===== src/rtl/core/tas_pkg.sv =====
// ----------------------------------------------------------------------------
// tas_pkg
// Shared constants, types and the set-membership function of the token
// affix splitter.
// ----------------------------------------------------------------------------
package tas_pkg;

    localparam int MAX_TOKEN_UNITS = 64;
    localparam int SET_ENTRIES     = 8;

    localparam int UNIT_W       = 16;
    localparam int CFG_W        = 64;
    localparam int CFG_IDX_W    = 3;
    localparam int SET_CNT_W    = 4;
    localparam int UNITS_PER_WD = CFG_W / UNIT_W;
    localparam int ADDR_W       = (MAX_TOKEN_UNITS > 1) ? $clog2(MAX_TOKEN_UNITS) : 1;
    localparam int CNT_W        = $clog2(MAX_TOKEN_UNITS + 1);

    // Configuration register indexes
    localparam logic [CFG_IDX_W-1:0] CFG_PFX_LO  = 3'd0;
    localparam logic [CFG_IDX_W-1:0] CFG_PFX_HI  = 3'd1;
    localparam logic [CFG_IDX_W-1:0] CFG_PFX_CNT = 3'd2;
    localparam logic [CFG_IDX_W-1:0] CFG_SFX_LO  = 3'd3;
    localparam logic [CFG_IDX_W-1:0] CFG_SFX_HI  = 3'd4;
    localparam logic [CFG_IDX_W-1:0] CFG_SFX_CNT = 3'd5;

    typedef logic [1:0] t_kind;
    localparam t_kind KIND_PREFIX = 2'd0;
    localparam t_kind KIND_BODY   = 2'd1;
    localparam t_kind KIND_SUFFIX = 2'd2;

    // Controller to datapath
    typedef struct packed {
        logic take_in;      // input side open
        logic ptr_clr;
        logic ptr_inc;
        logic ptr_dec;
        logic ptr_load_len;
        logic addr_back;    // read at ptr-1 (backward scan)
        logic latch_b;
        logic latch_e;
        logic out_load;
        logic token_clr;
    } t_cmd;

    // Datapath to controller
    typedef struct packed {
        logic in_fire;
        logic in_last;
        logic pfx_hit;
        logic sfx_hit;
        logic ptr_lt_len;
        logic ptr_gt_b;
        logic ptr_is_last;
        logic out_free;
    } t_sts;

    function automatic logic set_match(input logic [CFG_W-1:0]     lo,
                                       input logic [CFG_W-1:0]     hi,
                                       input logic [SET_CNT_W-1:0] cnt,
                                       input logic [UNIT_W-1:0]    u);
        logic                 hit;
        logic [SET_CNT_W-1:0] n;
        logic [UNIT_W-1:0]    ent;
        hit = 1'b0;
        n   = (cnt > SET_CNT_W'(SET_ENTRIES)) ? SET_CNT_W'(SET_ENTRIES) : cnt;
        for (int i = 0; i < SET_ENTRIES; i++) begin
            if (i < UNITS_PER_WD) begin
                ent = lo[(i % UNITS_PER_WD)*UNIT_W +: UNIT_W];
            end else begin
                ent = hi[(i % UNITS_PER_WD)*UNIT_W +: UNIT_W];
            end
            if ((SET_CNT_W'(i) < n) && (ent == u)) begin
                hit = 1'b1;
            end
        end
        return hit;
    endfunction

endpackage


===== src/rtl/core/tas_in_if.sv =====
// ----------------------------------------------------------------------------
// tas_in_if
// Input channel: one code unit of a token per request.
// ----------------------------------------------------------------------------
interface tas_in_if;
    logic        valid;
    logic        ready;
    logic [15:0] code_unit;
    logic        token_end;

    modport source (output valid, output code_unit, output token_end, input ready);
    modport sink   (input valid, input code_unit, input token_end, output ready);
endinterface


===== src/rtl/core/tas_out_if.sv =====
// ----------------------------------------------------------------------------
// tas_out_if
// Output channel: one code unit of an emitted piece per request.
// ----------------------------------------------------------------------------
interface tas_out_if;
    logic        valid;
    logic        ready;
    logic [15:0] out_unit;
    logic [1:0]  piece_kind;
    logic        piece_end;
    logic        was_cut;
    logic        truncated;
    logic        run_end;

    modport source (output valid, output out_unit, output piece_kind, output piece_end,
                    output was_cut, output truncated, output run_end, input ready);
    modport sink   (input valid, input out_unit, input piece_kind, input piece_end,
                    input was_cut, input truncated, input run_end, output ready);
endinterface


===== src/rtl/core/tas_ctrl.sv =====
// ----------------------------------------------------------------------------
// tas_ctrl
// Sequencer: fill, forward prefix scan, backward suffix scan, emission.
// ----------------------------------------------------------------------------
module tas_ctrl
    import tas_pkg::*;
(
    input  logic i_clk,
    input  logic i_rst_n,
    input  t_sts i_sts,
    output t_cmd o_cmd
);

    typedef enum logic [6:0] {
        S_FILL    = 7'b0000001,
        S_PFX_RD  = 7'b0000010,
        S_PFX_CHK = 7'b0000100,
        S_SFX_RD  = 7'b0001000,
        S_SFX_CHK = 7'b0010000,
        S_EMIT_RD = 7'b0100000,
        S_EMIT_LD = 7'b1000000
    } t_state;

    t_state r_state, n_state;

    always_ff @(posedge i_clk) begin
        if (!i_rst_n) begin
            r_state <= S_FILL;
        end else begin
            r_state <= n_state;
        end
    end

    always_comb begin
        n_state = r_state;
        o_cmd   = '0;
        unique case (r_state)
            S_FILL: begin
                o_cmd.take_in = 1'b1;
                if (i_sts.in_fire && i_sts.in_last) begin
                    o_cmd.ptr_clr = 1'b1;
                    n_state       = S_PFX_RD;
                end
            end
            S_PFX_RD: begin
                n_state = S_PFX_CHK;
            end
            S_PFX_CHK: begin
                if (i_sts.ptr_lt_len && i_sts.pfx_hit) begin
                    o_cmd.ptr_inc = 1'b1;
                    n_state       = S_PFX_RD;
                end else begin
                    o_cmd.latch_b      = 1'b1;
                    o_cmd.ptr_load_len = 1'b1;
                    n_state            = S_SFX_RD;
                end
            end
            S_SFX_RD: begin
                o_cmd.addr_back = 1'b1;
                n_state         = S_SFX_CHK;
            end
            S_SFX_CHK: begin
                o_cmd.addr_back = 1'b1;
                if (i_sts.ptr_gt_b && i_sts.sfx_hit) begin
                    o_cmd.ptr_dec = 1'b1;
                    n_state       = S_SFX_RD;
                end else begin
                    o_cmd.latch_e = 1'b1;
                    o_cmd.ptr_clr = 1'b1;
                    n_state       = S_EMIT_RD;
                end
            end
            S_EMIT_RD: begin
                n_state = S_EMIT_LD;
            end
            S_EMIT_LD: begin
                if (i_sts.out_free) begin
                    o_cmd.out_load = 1'b1;
                    if (i_sts.ptr_is_last) begin
                        o_cmd.token_clr = 1'b1;
                        n_state         = S_FILL;
                    end else begin
                        o_cmd.ptr_inc = 1'b1;
                        n_state       = S_EMIT_RD;
                    end
                end
            end
            default: begin
                n_state = S_FILL;
            end
        endcase
    end

endmodule


===== src/rtl/core/tas_dpath.sv =====
// ----------------------------------------------------------------------------
// tas_dpath
// Unit buffer, set registers, scan pointer and output register.
// ----------------------------------------------------------------------------
module tas_dpath
    import tas_pkg::*;
(
    input  logic                 i_clk,
    input  logic                 i_rst_n,
    input  logic                 i_cfg_we,
    input  logic [CFG_IDX_W-1:0] i_cfg_idx,
    input  logic [CFG_W-1:0]     i_cfg_data,
    input  t_cmd                 i_cmd,
    output t_sts                 o_sts,
    tas_in_if.sink               i_in,
    tas_out_if.source            o_out
);

    logic [CFG_W-1:0]     r_pfx_lo, r_pfx_hi, r_sfx_lo, r_sfx_hi;
    logic [SET_CNT_W-1:0] r_pfx_cnt, r_sfx_cnt;

    logic [UNIT_W-1:0] r_mem [MAX_TOKEN_UNITS];
    logic [UNIT_W-1:0] r_rdata;
    logic [ADDR_W-1:0] rd_addr;

    logic [CNT_W-1:0] r_fill, r_ptr, r_b, r_e;
    logic [CNT_W-1:0] ptr_back;
    logic             r_ovf;
    logic             in_fire;
    logic             has_room;

    logic              r_out_valid;
    logic [UNIT_W-1:0] r_out_unit;
    t_kind             r_out_kind;
    logic              r_out_pend, r_out_cut, r_out_trunc, r_out_rend;
    t_kind             n_kind;
    logic              n_pend;

    // Configuration registers
    always_ff @(posedge i_clk) begin
        if (!i_rst_n) begin
            r_pfx_lo  <= '0;
            r_pfx_hi  <= '0;
            r_pfx_cnt <= '0;
            r_sfx_lo  <= '0;
            r_sfx_hi  <= '0;
            r_sfx_cnt <= '0;
        end else if (i_cfg_we) begin
            unique case (i_cfg_idx)
                CFG_PFX_LO:  r_pfx_lo  <= i_cfg_data;
                CFG_PFX_HI:  r_pfx_hi  <= i_cfg_data;
                CFG_PFX_CNT: r_pfx_cnt <= i_cfg_data[SET_CNT_W-1:0];
                CFG_SFX_LO:  r_sfx_lo  <= i_cfg_data;
                CFG_SFX_HI:  r_sfx_hi  <= i_cfg_data;
                CFG_SFX_CNT: r_sfx_cnt <= i_cfg_data[SET_CNT_W-1:0];
                default: ;
            endcase
        end
    end

    // Input side
    assign i_in.ready = i_cmd.take_in;
    assign in_fire    = i_in.valid && i_cmd.take_in;
    assign has_room   = (r_fill < CNT_W'(MAX_TOKEN_UNITS));

    always_ff @(posedge i_clk) begin
        if (!i_rst_n) begin
            r_fill <= '0;
            r_ovf  <= 1'b0;
        end else if (i_cmd.token_clr) begin
            r_fill <= '0;
            r_ovf  <= 1'b0;
        end else if (in_fire) begin
            if (has_room) begin
                r_fill <= r_fill + CNT_W'(1);
            end else begin
                r_ovf <= 1'b1;
            end
        end
    end

    // Unit buffer: one write port, one registered read port
    assign ptr_back = r_ptr - CNT_W'(1);
    assign rd_addr  = i_cmd.addr_back ? ptr_back[ADDR_W-1:0] : r_ptr[ADDR_W-1:0];

    always_ff @(posedge i_clk) begin
        if (in_fire && has_room) begin
            r_mem[r_fill[ADDR_W-1:0]] <= i_in.code_unit;
        end
        r_rdata <= r_mem[rd_addr];
    end

    // Scan pointer and split points
    always_ff @(posedge i_clk) begin
        if (!i_rst_n) begin
            r_ptr <= '0;
            r_b   <= '0;
            r_e   <= '0;
        end else begin
            if (i_cmd.latch_b) begin
                r_b <= r_ptr;
            end
            if (i_cmd.latch_e) begin
                r_e <= r_ptr;
            end
            priority if (i_cmd.ptr_clr) begin
                r_ptr <= '0;
            end else if (i_cmd.ptr_load_len) begin
                r_ptr <= r_fill;
            end else if (i_cmd.ptr_inc) begin
                r_ptr <= r_ptr + CNT_W'(1);
            end else if (i_cmd.ptr_dec) begin
                r_ptr <= ptr_back;
            end else begin
                r_ptr <= r_ptr;
            end
        end
    end

    // Piece classification of the unit at r_ptr
    always_comb begin
        priority if (r_ptr < r_b) begin
            n_kind = KIND_PREFIX;
            n_pend = 1'b1;
        end else if (r_ptr < r_e) begin
            n_kind = KIND_BODY;
            n_pend = (r_ptr + CNT_W'(1) == r_e);
        end else begin
            n_kind = KIND_SUFFIX;
            n_pend = 1'b1;
        end
    end

    // Output register
    always_ff @(posedge i_clk) begin
        if (!i_rst_n) begin
            r_out_valid <= 1'b0;
        end else if (i_cmd.out_load) begin
            r_out_valid <= 1'b1;
        end else if (o_out.ready) begin
            r_out_valid <= 1'b0;
        end
    end

    always_ff @(posedge i_clk) begin
        if (i_cmd.out_load) begin
            r_out_unit  <= r_rdata;
            r_out_kind  <= n_kind;
            r_out_pend  <= n_pend;
            r_out_cut   <= (r_b != '0) || (r_e != r_fill);
            r_out_trunc <= r_ovf;
            r_out_rend  <= (r_ptr + CNT_W'(1) == r_fill);
        end
    end

    assign o_out.valid      = r_out_valid;
    assign o_out.out_unit   = r_out_unit;
    assign o_out.piece_kind = r_out_kind;
    assign o_out.piece_end  = r_out_pend;
    assign o_out.was_cut    = r_out_cut;
    assign o_out.truncated  = r_out_trunc;
    assign o_out.run_end    = r_out_rend;

    // Status
    assign o_sts.in_fire     = in_fire;
    assign o_sts.in_last     = i_in.token_end;
    assign o_sts.pfx_hit     = set_match(r_pfx_lo, r_pfx_hi, r_pfx_cnt, r_rdata);
    assign o_sts.sfx_hit     = set_match(r_sfx_lo, r_sfx_hi, r_sfx_cnt, r_rdata);
    assign o_sts.ptr_lt_len  = (r_ptr < r_fill);
    assign o_sts.ptr_gt_b    = (r_ptr > r_b);
    assign o_sts.ptr_is_last = (r_ptr + CNT_W'(1) == r_fill);
    assign o_sts.out_free    = !r_out_valid || o_out.ready;

    a_fill_bound: assert property (@(posedge i_clk) disable iff (!i_rst_n)
        r_fill <= CNT_W'(MAX_TOKEN_UNITS))
        else $error("fill count above buffer depth");

    a_token_clear: assert property (@(posedge i_clk) disable iff (!i_rst_n)
        i_cmd.token_clr |=> (r_fill == '0) && !r_ovf)
        else $error("token state not cleared");

    a_emit_order: assert property (@(posedge i_clk) disable iff (!i_rst_n)
        i_cmd.out_load |-> (r_b <= r_e) && (r_e <= r_fill) && (r_ptr < r_fill))
        else $error("emission outside split bounds");

    a_no_overwrite: assert property (@(posedge i_clk) disable iff (!i_rst_n)
        i_cmd.out_load |-> !r_out_valid || o_out.ready)
        else $error("result loaded over a pending request");

endmodule


===== src/rtl/core/token_affix_splitter.sv =====
// ----------------------------------------------------------------------------
// token_affix_splitter
// Buffers the code units of a token and emits it split into single-unit
// prefix pieces, at most one body piece and single-unit suffix pieces.
// ----------------------------------------------------------------------------
//
//  Channel   Dir   Handshake        Payload
//  i_in      in    valid / ready    code_unit[15:0], token_end
//  o_out     out   valid / ready    out_unit[15:0], piece_kind[1:0], piece_end,
//                                   was_cut, truncated, run_end
//  i_cfg_*   in    write enable     i_cfg_idx[2:0], i_cfg_data[63:0]
//
//  Sequence: while filling, i_in stays open until the unit marked token_end.
//  At the token end the controller scans the buffer through its single read
//  port, forward over the prefix run and backward over the suffix run, each
//  unit read and then checked, then reads and loads each unit for emission.
//  Reset: synchronous, active low; clears control state and the set registers.
//  Stalls: o_out holds its request while ready is low; emission pauses and
//  i_in stays closed until the last unit of the token has been loaded.
// ----------------------------------------------------------------------------
module token_affix_splitter
    import tas_pkg::*;
(
    input  logic                 i_clk,
    input  logic                 i_rst_n,
    input  logic                 i_cfg_we,
    input  logic [CFG_IDX_W-1:0] i_cfg_idx,
    input  logic [CFG_W-1:0]     i_cfg_data,
    tas_in_if.sink               i_in,
    tas_out_if.source            o_out
);

    // Command and status between sequencer and datapath
    t_cmd cmd;
    t_sts sts;

    // Sequencer: fill, scan for prefix run, scan back for suffix run, emit
    tas_ctrl u_ctrl (
        .i_clk   (i_clk),
        .i_rst_n (i_rst_n),
        .i_sts   (sts),
        .o_cmd   (cmd)
    );

    // Datapath: buffer memory, set match, pointers, output register
    tas_dpath u_dpath (
        .i_clk      (i_clk),
        .i_rst_n    (i_rst_n),
        .i_cfg_we   (i_cfg_we),
        .i_cfg_idx  (i_cfg_idx),
        .i_cfg_data (i_cfg_data),
        .i_cmd      (cmd),
        .o_sts      (sts),
        .i_in       (i_in),
        .o_out      (o_out)
    );

endmodule


===== src/flat_wrapper.sv =====
// flat-port wrapper written by rule: the top's interface ports become plain ports
module token_affix_splitter_flat import tas_pkg::*;
  (i_clk, i_rst_n, i_cfg_we, i_cfg_idx, i_cfg_data, i_in_valid, i_in_code_unit, i_in_token_end, i_in_ready, o_out_valid, o_out_out_unit, o_out_piece_kind, o_out_piece_end, o_out_was_cut, o_out_truncated, o_out_run_end, o_out_ready);
  tas_in_if i_in_i ();
  tas_out_if o_out_i ();
  input  logic i_clk;
  input  logic i_rst_n;
  input  logic i_cfg_we;
  input  logic [CFG_IDX_W-1:0] i_cfg_idx;
  input  logic [CFG_W-1:0] i_cfg_data;
  input wire logic [$bits(i_in_i.valid)-1:0] i_in_valid;
  input wire logic [$bits(i_in_i.code_unit)-1:0] i_in_code_unit;
  input wire logic [$bits(i_in_i.token_end)-1:0] i_in_token_end;
  output wire logic [$bits(i_in_i.ready)-1:0] i_in_ready;
  output wire logic [$bits(o_out_i.valid)-1:0] o_out_valid;
  output wire logic [$bits(o_out_i.out_unit)-1:0] o_out_out_unit;
  output wire logic [$bits(o_out_i.piece_kind)-1:0] o_out_piece_kind;
  output wire logic [$bits(o_out_i.piece_end)-1:0] o_out_piece_end;
  output wire logic [$bits(o_out_i.was_cut)-1:0] o_out_was_cut;
  output wire logic [$bits(o_out_i.truncated)-1:0] o_out_truncated;
  output wire logic [$bits(o_out_i.run_end)-1:0] o_out_run_end;
  input wire logic [$bits(o_out_i.ready)-1:0] o_out_ready;
  assign i_in_i.valid = i_in_valid;
  assign i_in_i.code_unit = i_in_code_unit;
  assign i_in_i.token_end = i_in_token_end;
  assign i_in_ready = i_in_i.ready;
  assign o_out_valid = o_out_i.valid;
  assign o_out_out_unit = o_out_i.out_unit;
  assign o_out_piece_kind = o_out_i.piece_kind;
  assign o_out_piece_end = o_out_i.piece_end;
  assign o_out_was_cut = o_out_i.was_cut;
  assign o_out_truncated = o_out_i.truncated;
  assign o_out_run_end = o_out_i.run_end;
  assign o_out_i.ready = o_out_ready;
  token_affix_splitter u_core (.i_clk(i_clk), .i_rst_n(i_rst_n), .i_cfg_we(i_cfg_we), .i_cfg_idx(i_cfg_idx), .i_cfg_data(i_cfg_data), .i_in(i_in_i), .o_out(o_out_i));
endmodule

===== config.mk =====
export PLATFORM = sky130hd
export DESIGN_NAME = token_affix_splitter_flat
export DESIGN_NICKNAME = d
export VERILOG_FILES = /design/src/rtl/core/tas_pkg.sv /design/src/rtl/core/tas_in_if.sv /design/src/rtl/core/tas_out_if.sv /design/src/rtl/core/tas_ctrl.sv /design/src/rtl/core/tas_dpath.sv /design/src/rtl/core/token_affix_splitter.sv /design/src/flat_wrapper.sv
export SDC_FILE = /design/constraint.sdc
export NUM_CORES = 2
export LEC_CHECK = 0
export BUFFER_PORTS_ARGS = -buffer_cell sky130_fd_sc_hd__buf_2
export CAP_MARGIN = 25
export CORE_MARGIN = 1
export CORE_UTILIZATION = 62
export DETAILED_ROUTE_END_ITERATION = 8
export HOLD_SLACK_MARGIN = 0.15
export PLACE_DENSITY = 0.8
export SLEW_MARGIN = 20
export SYNTH_ARGS = -nofsm -noshare
export SYNTH_HDL_FRONTEND = slang
export SYNTH_HIERARCHICAL = 1
export SYNTH_SLANG_ARGS = --single-unit

===== constraint.sdc =====
create_clock -name i_clk -period 4.6 [get_ports i_clk]
set_input_delay 0.46 -clock i_clk [delete_from_list [all_inputs] [get_ports i_clk]]
set_output_delay 0.46 -clock i_clk [all_outputs]
set_load 0.005 [all_outputs]

# Word-level counts from Yosys, hierarchy flattened
# Memory sizes are Yosys's and may differ from the RTL's. A register that Yosys moved wholly into a read port is not among the register bits.
# Cells that the tools add are included.
# word_totals
regBits,323
ram_bits,1024
in_bits,89
out_inout_bits,24
wordCells,173
mem_count,1
# memory_table
memory,depth,word_bits,read_ports,rd_ports_with_merged_regs,write_ports,line_no,rtl
u_core.u_dpath.r_mem,64,16,1,1,1,tas_dpath.sv:22,logic [UNIT_W-1:0] r_mem [MAX_TOKEN_UNITS];
# op_classes
add_sub_neg,3
magnitude_cmp,23
n_eq_ne,33
n_mux,50
bitwise_logic,3
reduce_logical,41
# ops
operator,count
$eq A16 B16 Y1,16
$pmux W7 S7,1
$mux W7,5
$mux W1,33
$lt A3 B4 Y1 const A,8
$logic_and A1 B1 Y1,21
$lt A7 B7 Y1,3
$mux W6,3
$reduce_and A2 Y1,9
$lt A1 B4 Y1 const A,4
$lt A2 B4 Y1 const A,4
$add A7 B1 Y7 const B,2
$eq A7 B7 Y1,2
$mux W4,3
$gt A4 B4 Y1 const B,2
$reduce_or A2 Y1,4
$eq A7 B1 Y1 const B,1
$eq A7 B2 Y1 const B,1
$eq A7 B3 Y1 const B,1
$eq A7 B4 Y1 const B,1
$eq A7 B5 Y1 const B,1
$eq A7 B6 Y1 const B,1
$eq A7 B7 Y1 const B,1
$gt A7 B7 Y1,1
17 further kinds,25

# Logic depth before layout (Yosys ltp)
# depth
ltp_word,18
mapped_depth,20
mapped_depth_nobuf,19

# Modules after synthesis
# Netlist, hierarchy kept.
# modules_own_cells
module,n_inst,cells_per_inst,area_per_inst_um2,seq_area_each_um2
tas_dpath,1,3412,54812.6,37616.1
tas_ctrl,1,63,488.0,140.1

# Worst setup path after synthesis
# OpenSTA, ideal clock, no wires.
# synth_timing
kind,register -> register
start,"reg u_core.u_dpath.r_rdata[12], read port of u_core.u_dpath.r_mem"
end,reg u_core.u_dpath.r_ptr[3]
setup_ns,0.121
arrival_ns,3.283
required_ns,4.479
setup_slack_ns,1.196
stages_incl_launch_ff,18
n_path_buf,3
synth_period_minus_slack_ns,3.404
cell_sequence,dfxtp_1 > clkbuf_1 > clkbuf_1 > xor2_1 > nor4_1 > nand4_1 > o32a_1 > o211ai_1 > nand2_1 > or2_0 > o21ai_1 > clkbuf_1 > inv_1 > o21ai_0 > xnor2_1 > nor2_1 > a21oi_1 > nor2_1
# synth_lines
element,line_no,rtl
"start, declared",tas_dpath.sv:23,logic [UNIT_W-1:0] r_rdata;
"end signal, assigned",tas_dpath.sv:109,r_ptr <= r_fill;
"end signal, assigned",tas_dpath.sv:111,r_ptr <= r_ptr + CNT_W'(1);
"end signal, assigned",tas_dpath.sv:113,r_ptr <= ptr_back;
"end, declared",tas_dpath.sv:26,"logic [CNT_W-1:0] r_fill, r_ptr, r_b, r_e;"

==> metrics.md <==
| Metric | Value |
|---|---|
| Status | `complete, no violations` |
| H-tree levels | `4` |
| Kind of launch point of the worst setup path | `flop` |
| Total count of max-transition violations in the final report | `0` |
| Half-perimeter wire length of the detailed placement result | `82.6 mm` |
| TritonRoute pass-1 iters | `5` |
| Maximum ir drop on the vdd rail | `434 uV` |
| Fin Setup TNS | `0 ns` |
| Proportion of synthesized chip area in sequential cells | `68.3%` |
| Minimum clock period after layout | `4.29 ns` |
| Number of remaining DRC errors | `0` |
| Layout Area Growth over Synthesis | `14.1%` |
| Number of cells produced by synthesis | `3475` |
| Clk Latency, worst-skew pair | `0.77 ns` |
| Die Footprint | `90400 um2` |
| Effective utilization at floorplan | `62.6%` |
| Fillcell total | `5191` |
| Global-route wire length before repair | `219 mm` |
| Worst slew pin tran | `1.03 ns` |
| Number of nets with antenna violations after routing | `0` |
| Class of the tightest hold or removal check | `input port to flop` |
| Avg Inst Size Synth | `15.9 um2` |
| Routed wire length | `150 mm` |
| Number of rows in the core area | `109` |
| Clock root buffer | `sky130_fd_sc_hd__clkbuf_16` |
| PostCTS Resize Cnt | `0` |
| Synthesized net count | `3588` |
| Relative slew slack | `31.6%` |
| Fraction of layout instances using a drive strength above 1 | `21.1%` |
| Clock buffer count from CTS | `137` |
| Vias/cell | `6.64` |
| Power per Cell Area | `426 nW/um2` |
| Startpoint of the lowest-slack hold path | `i_in_valid` |
| Vertical die dimension | `301 um` |
| Sinks on Clock Net | `1363` |
| Arrival time worst endpoint | `4.89 ns` |
| Post-synthesis instance area | `55300 um2` |
| Floorplan die width | `301 um` |
| Flip-flop and latch count after synthesis | `1363` |
| Count of synthesis-stage warnings from yosys | `6` |
| Global-route usage over all layers | `33.8%` |
| Final Cell Area | `63100 um2` |
| Routability congestion estimate | `0.899` |
| Cell Area, Placed | `58100 um2` |
| Portion of the clock cycle consumed by the worst path in the final layout | `93.3%` |
| LEAKAGE | `21.4 nW` |
| Floorplan core area | `88400 um2` |
| Total setup violations reported at the end of the flow | `0` |
| Routed vias | `33300` |
| Clock edge transition at the registers on the reported setup and hold paths | `0.06 ns` |
| Final hold viol count | `0` |
| Number of buffer and inverter stages on the critical path | `3` |
| Net count, final | `3863` |
| Clock tree from TritonCTS | `built` |
| Reg2reg start | `u_core/u_ctrl/r_state[6]` |
| Start-to-end type of the worst setup path | `flop to flop` |
| Vias in the first global route | `33000` |
| Required time at the worst-slack endpoint | `5.19 ns` |
| Worst clock skew | `0.0385 ns` |
| Multi-input combinational cell area | `16700 um2` |
| Clock Path Buffers | `3` |
| Maximum cell stage delay along the critical path | `0.59 ns` |
| Max-cap check violation count | `0` |
| Detailed Route Iter0 Violations | `4667` |
| Final global-route overflow total | `0` |
| Number of library cell types mapped by synthesis | `53` |
| Hold-critical path depth | `5` |
| CP cell instances | `nor3_2 -> nand2_1 -> a21oi_1 -> buf_4 -> xnor2_2 -> buf_6 -> buf_4 -> mux4_2 -> mux4_2 -> a22oi_1 -> nand2_1` |
| Depth of the worst register-to-register path | `11` |
| # IOs | `113` |
| Endpoint class of the critical path | `flop` |
| Number of antenna violations at the first check in global routing | `3` |
| Detailed-route wire length per cell | `29.9 um` |
| Unrepaired setup endpoints after global routing | `false` |
| Largest driver fanout on the critical path | `26` |
| Storage cell area | `37800 um2` |
| Maximum number of pins on one net before global-route repair | `145` |
| Worst hold path endpoint | `u_core/u_dpath/r_ovf` |
| Total power draw | `26.8 mW` |
| Port-buffer cells | `112` |
| Endpoint of the worst register-to-register path | `u_core/u_dpath/r_rdata[10]` |
| Post-synth ARST share | `0%` |
| CP max stage cell | `sky130_fd_sc_hd__mux4_2` |
| Crit path max-delay family | `multiplexers` |
| Post-synth EDFFs | `1046` |
| R2r setup slk | `0.31 ns` |
| Main flop type after synthesis | `sky130_fd_sc_hd__edfxtp_1` |
| Timing-limited maximum frequency | `0.233 GHz` |
[cell usage after synthesis, types with 2 or more instances]
cell	n	area share, %
sky130_fd_sc_hd__clkbuf_1	149	1.0
sky130_fd_sc_hd__or4_1	3	0.041
sky130_fd_sc_hd__buf_2	36	0.33
sky130_fd_sc_hd__ha_1	24	0.54
sky130_fd_sc_hd__or3_1	2	0.023
sky130_fd_sc_hd__a211oi_1	5	0.068
sky130_fd_sc_hd__a21oi_1	20	0.18
sky130_fd_sc_hd__nand2_1	565	3.8
sky130_fd_sc_hd__nand4_1	34	0.38
sky130_fd_sc_hd__nand2b_1	8	0.091
sky130_fd_sc_hd__xnor2_1	113	1.8
sky130_fd_sc_hd__o21ai_0	7	0.063
sky130_fd_sc_hd__nand4b_1	2	0.032
sky130_fd_sc_hd__nand3_1	22	0.20
sky130_fd_sc_hd__buf_1	20	0.14
sky130_fd_sc_hd__nor4_1	52	0.59
sky130_fd_sc_hd__dfxtp_1	317	11
sky130_fd_sc_hd__nor2_1	111	0.75
sky130_fd_sc_hd__edfxtp_1	1046	57
sky130_fd_sc_hd__a22oi_1	35	0.48
sky130_fd_sc_hd__o21ai_1	3	0.027
sky130_fd_sc_hd__o21a_1	5	0.068
sky130_fd_sc_hd__a21boi_0	257	3.5
sky130_fd_sc_hd__buf_4	5	0.068
sky130_fd_sc_hd__nor3_1	11	0.10
sky130_fd_sc_hd__o22ai_1	2	0.023
sky130_fd_sc_hd__o211ai_1	4	0.054
sky130_fd_sc_hd__and3_1	5	0.057
sky130_fd_sc_hd__nor2b_1	29	0.33
sky130_fd_sc_hd__and4_1	2	0.032
sky130_fd_sc_hd__xor2_1	185	2.9
sky130_fd_sc_hd__inv_1	31	0.21
sky130_fd_sc_hd__mux4_2	320	13
sky130_fd_sc_hd__mux2i_1	23	0.42
sky130_fd_sc_hd__and2_1	4	0.045
[worst max-delay path by stage]
stage / from / end / slack (ns) / cells past startpoint
final: u_core/u_ctrl/r_state[6] / u_core/u_dpath/r_rdata[10] / 0.31 / 11
after global routing: u_core/u_dpath/r_rdata[10] / u_core/u_dpath/r_ptr[6] / 0.08 / 18
after CTS: u_core/u_ctrl/r_state[6] / u_core/u_dpath/r_rdata[10] / 0.42 / 11
after detailed placement: u_core/u_dpath/r_rdata[10] / u_core/u_dpath/r_ptr[6] / 0.46 / 18
after global placement: u_core/u_ctrl/r_state[2] / u_core/u_dpath/r_rdata[2] / 0.21 / 11
after floorplan: u_core/u_dpath/r_rdata[12] / u_core/u_dpath/r_ptr[3] / 1.20 / 17
[logic make-up after synthesis]
group,Yosys count,share of synthesized area (%)
buf+inv,242,1.77
xor+xnor,299,4.75
flops,1363,68.3
fa+ha+maj,24,0.543
compound gates,348,4.61
simple gates,856,6.60
mux,343,13.4
[placed cells by master, fill, tap and decap left out, drive strengths merged, types with 2 or more instances in the layout]
master and n:
nand4b 2, a21boi 258, inv 40, xnor2 114
edfxtp 1046, nor3 12, nand2 565, or3 2
nor4 53, o22ai 2, a22oi 35, and2 4
o211ai 4, xor2 185, nand3 22, mux4 320
o21a 5, dfxtp 317, o21ai 11, clkbuf 180
nand2b 8, dlygate4sd3 66, or4 3, mux2i 23
nand4 34, buf 281, and3 5, and4 2
a21oi 20, nor2b 29, bufinv 8, ha 24
clkinv 44, nor2 112, a211oi 5, diode 2
[cell type report]
type / count / area share, %
repair buffers: 347 / 4.44
diodes: 2 / 0.00794
well taps: 1165 / 2.31
multi-input cells: 1870 / 26.4
inverters: 31 / 0.184
clock inverters: 62 / 1.00
flip-flops and latches: 1363 / 59.9
clock buffers: 180 / 5.77
[worst min-delay path, stage by stage]
cell and delay, ns:
sky130_fd_sc_hd__buf_2 0.12, sky130_fd_sc_hd__nand2_1 0.13, sky130_fd_sc_hd__inv_1 0.10, sky130_fd_sc_hd__a21oi_1 0.07, sky130_fd_sc_hd__nor2_1 0.07
[power by group]
group          total [mW]  internal, mW  switching (mW)
registers            13.7          13.5           0.199
clock network        10.8          6.07            4.76
logic                2.36         0.860            1.50
total                26.8          20.4            6.46
[what timing repair did]
item,CTS,global route
endpoints found under the hold margin,265,0
buffers inserted,0,0
hold buffers,66,0
[state kept, by name (all words and copies together), names as in the netlist, 2 cells and up]
| name | cells |
|---|---|
| u_core/u_dpath/o_out.piece_kind | 2 |
| u_core/u_ctrl/r_state | 7 |
| u_core/u_dpath/r_pfx_lo | 64 |
| u_core/u_dpath/r_e | 7 |
| u_core/u_dpath/r_sfx_lo | 64 |
| u_core/u_dpath/r_mem | 1024 |
| u_core/u_dpath/r_rdata | 16 |
| u_core/u_dpath/r_fill | 7 |
| u_core/u_dpath/r_ptr | 7 |
| u_core/u_dpath/r_sfx_cnt | 4 |
| u_core/u_dpath/r_sfx_hi | 64 |
| u_core/u_dpath/o_out.out_unit | 16 |
| u_core/u_dpath/r_pfx_hi | 64 |
| u_core/u_dpath/r_pfx_cnt | 4 |
| u_core/u_dpath/r_b | 7 |
[per-stage QoR]
stage          std cells  utilization (%)  setup WS (ns)  hold WS (ns)
2_1_floorplan       3475                -           1.20         0.406
3_3_place_gp        4704             65.6          0.213         0.452
3_5_place_dp        4709             65.7          0.455         0.465
4_1_cts             5017             71.3          0.423         0.215
5_1_grt             5018             71.4         0.0783         0.254
6_report            5020             71.4          0.309         0.234
[metal layers]
| layer | share of wire, % | up-vias | GRT usage, % |
|---|---|---|---|
| li1 | - | 13600 | - |
| met1 | 37 | 16900 | 45.8 |
| met2 | 48 | 2464 | 53.5 |
| met3 | 11 | 393 | 7.20 |
| met4 | 4.4 | 4 | 14.7 |
| met5 | 0.025 | - | 0 |
(Power assumes the default switching activity.)
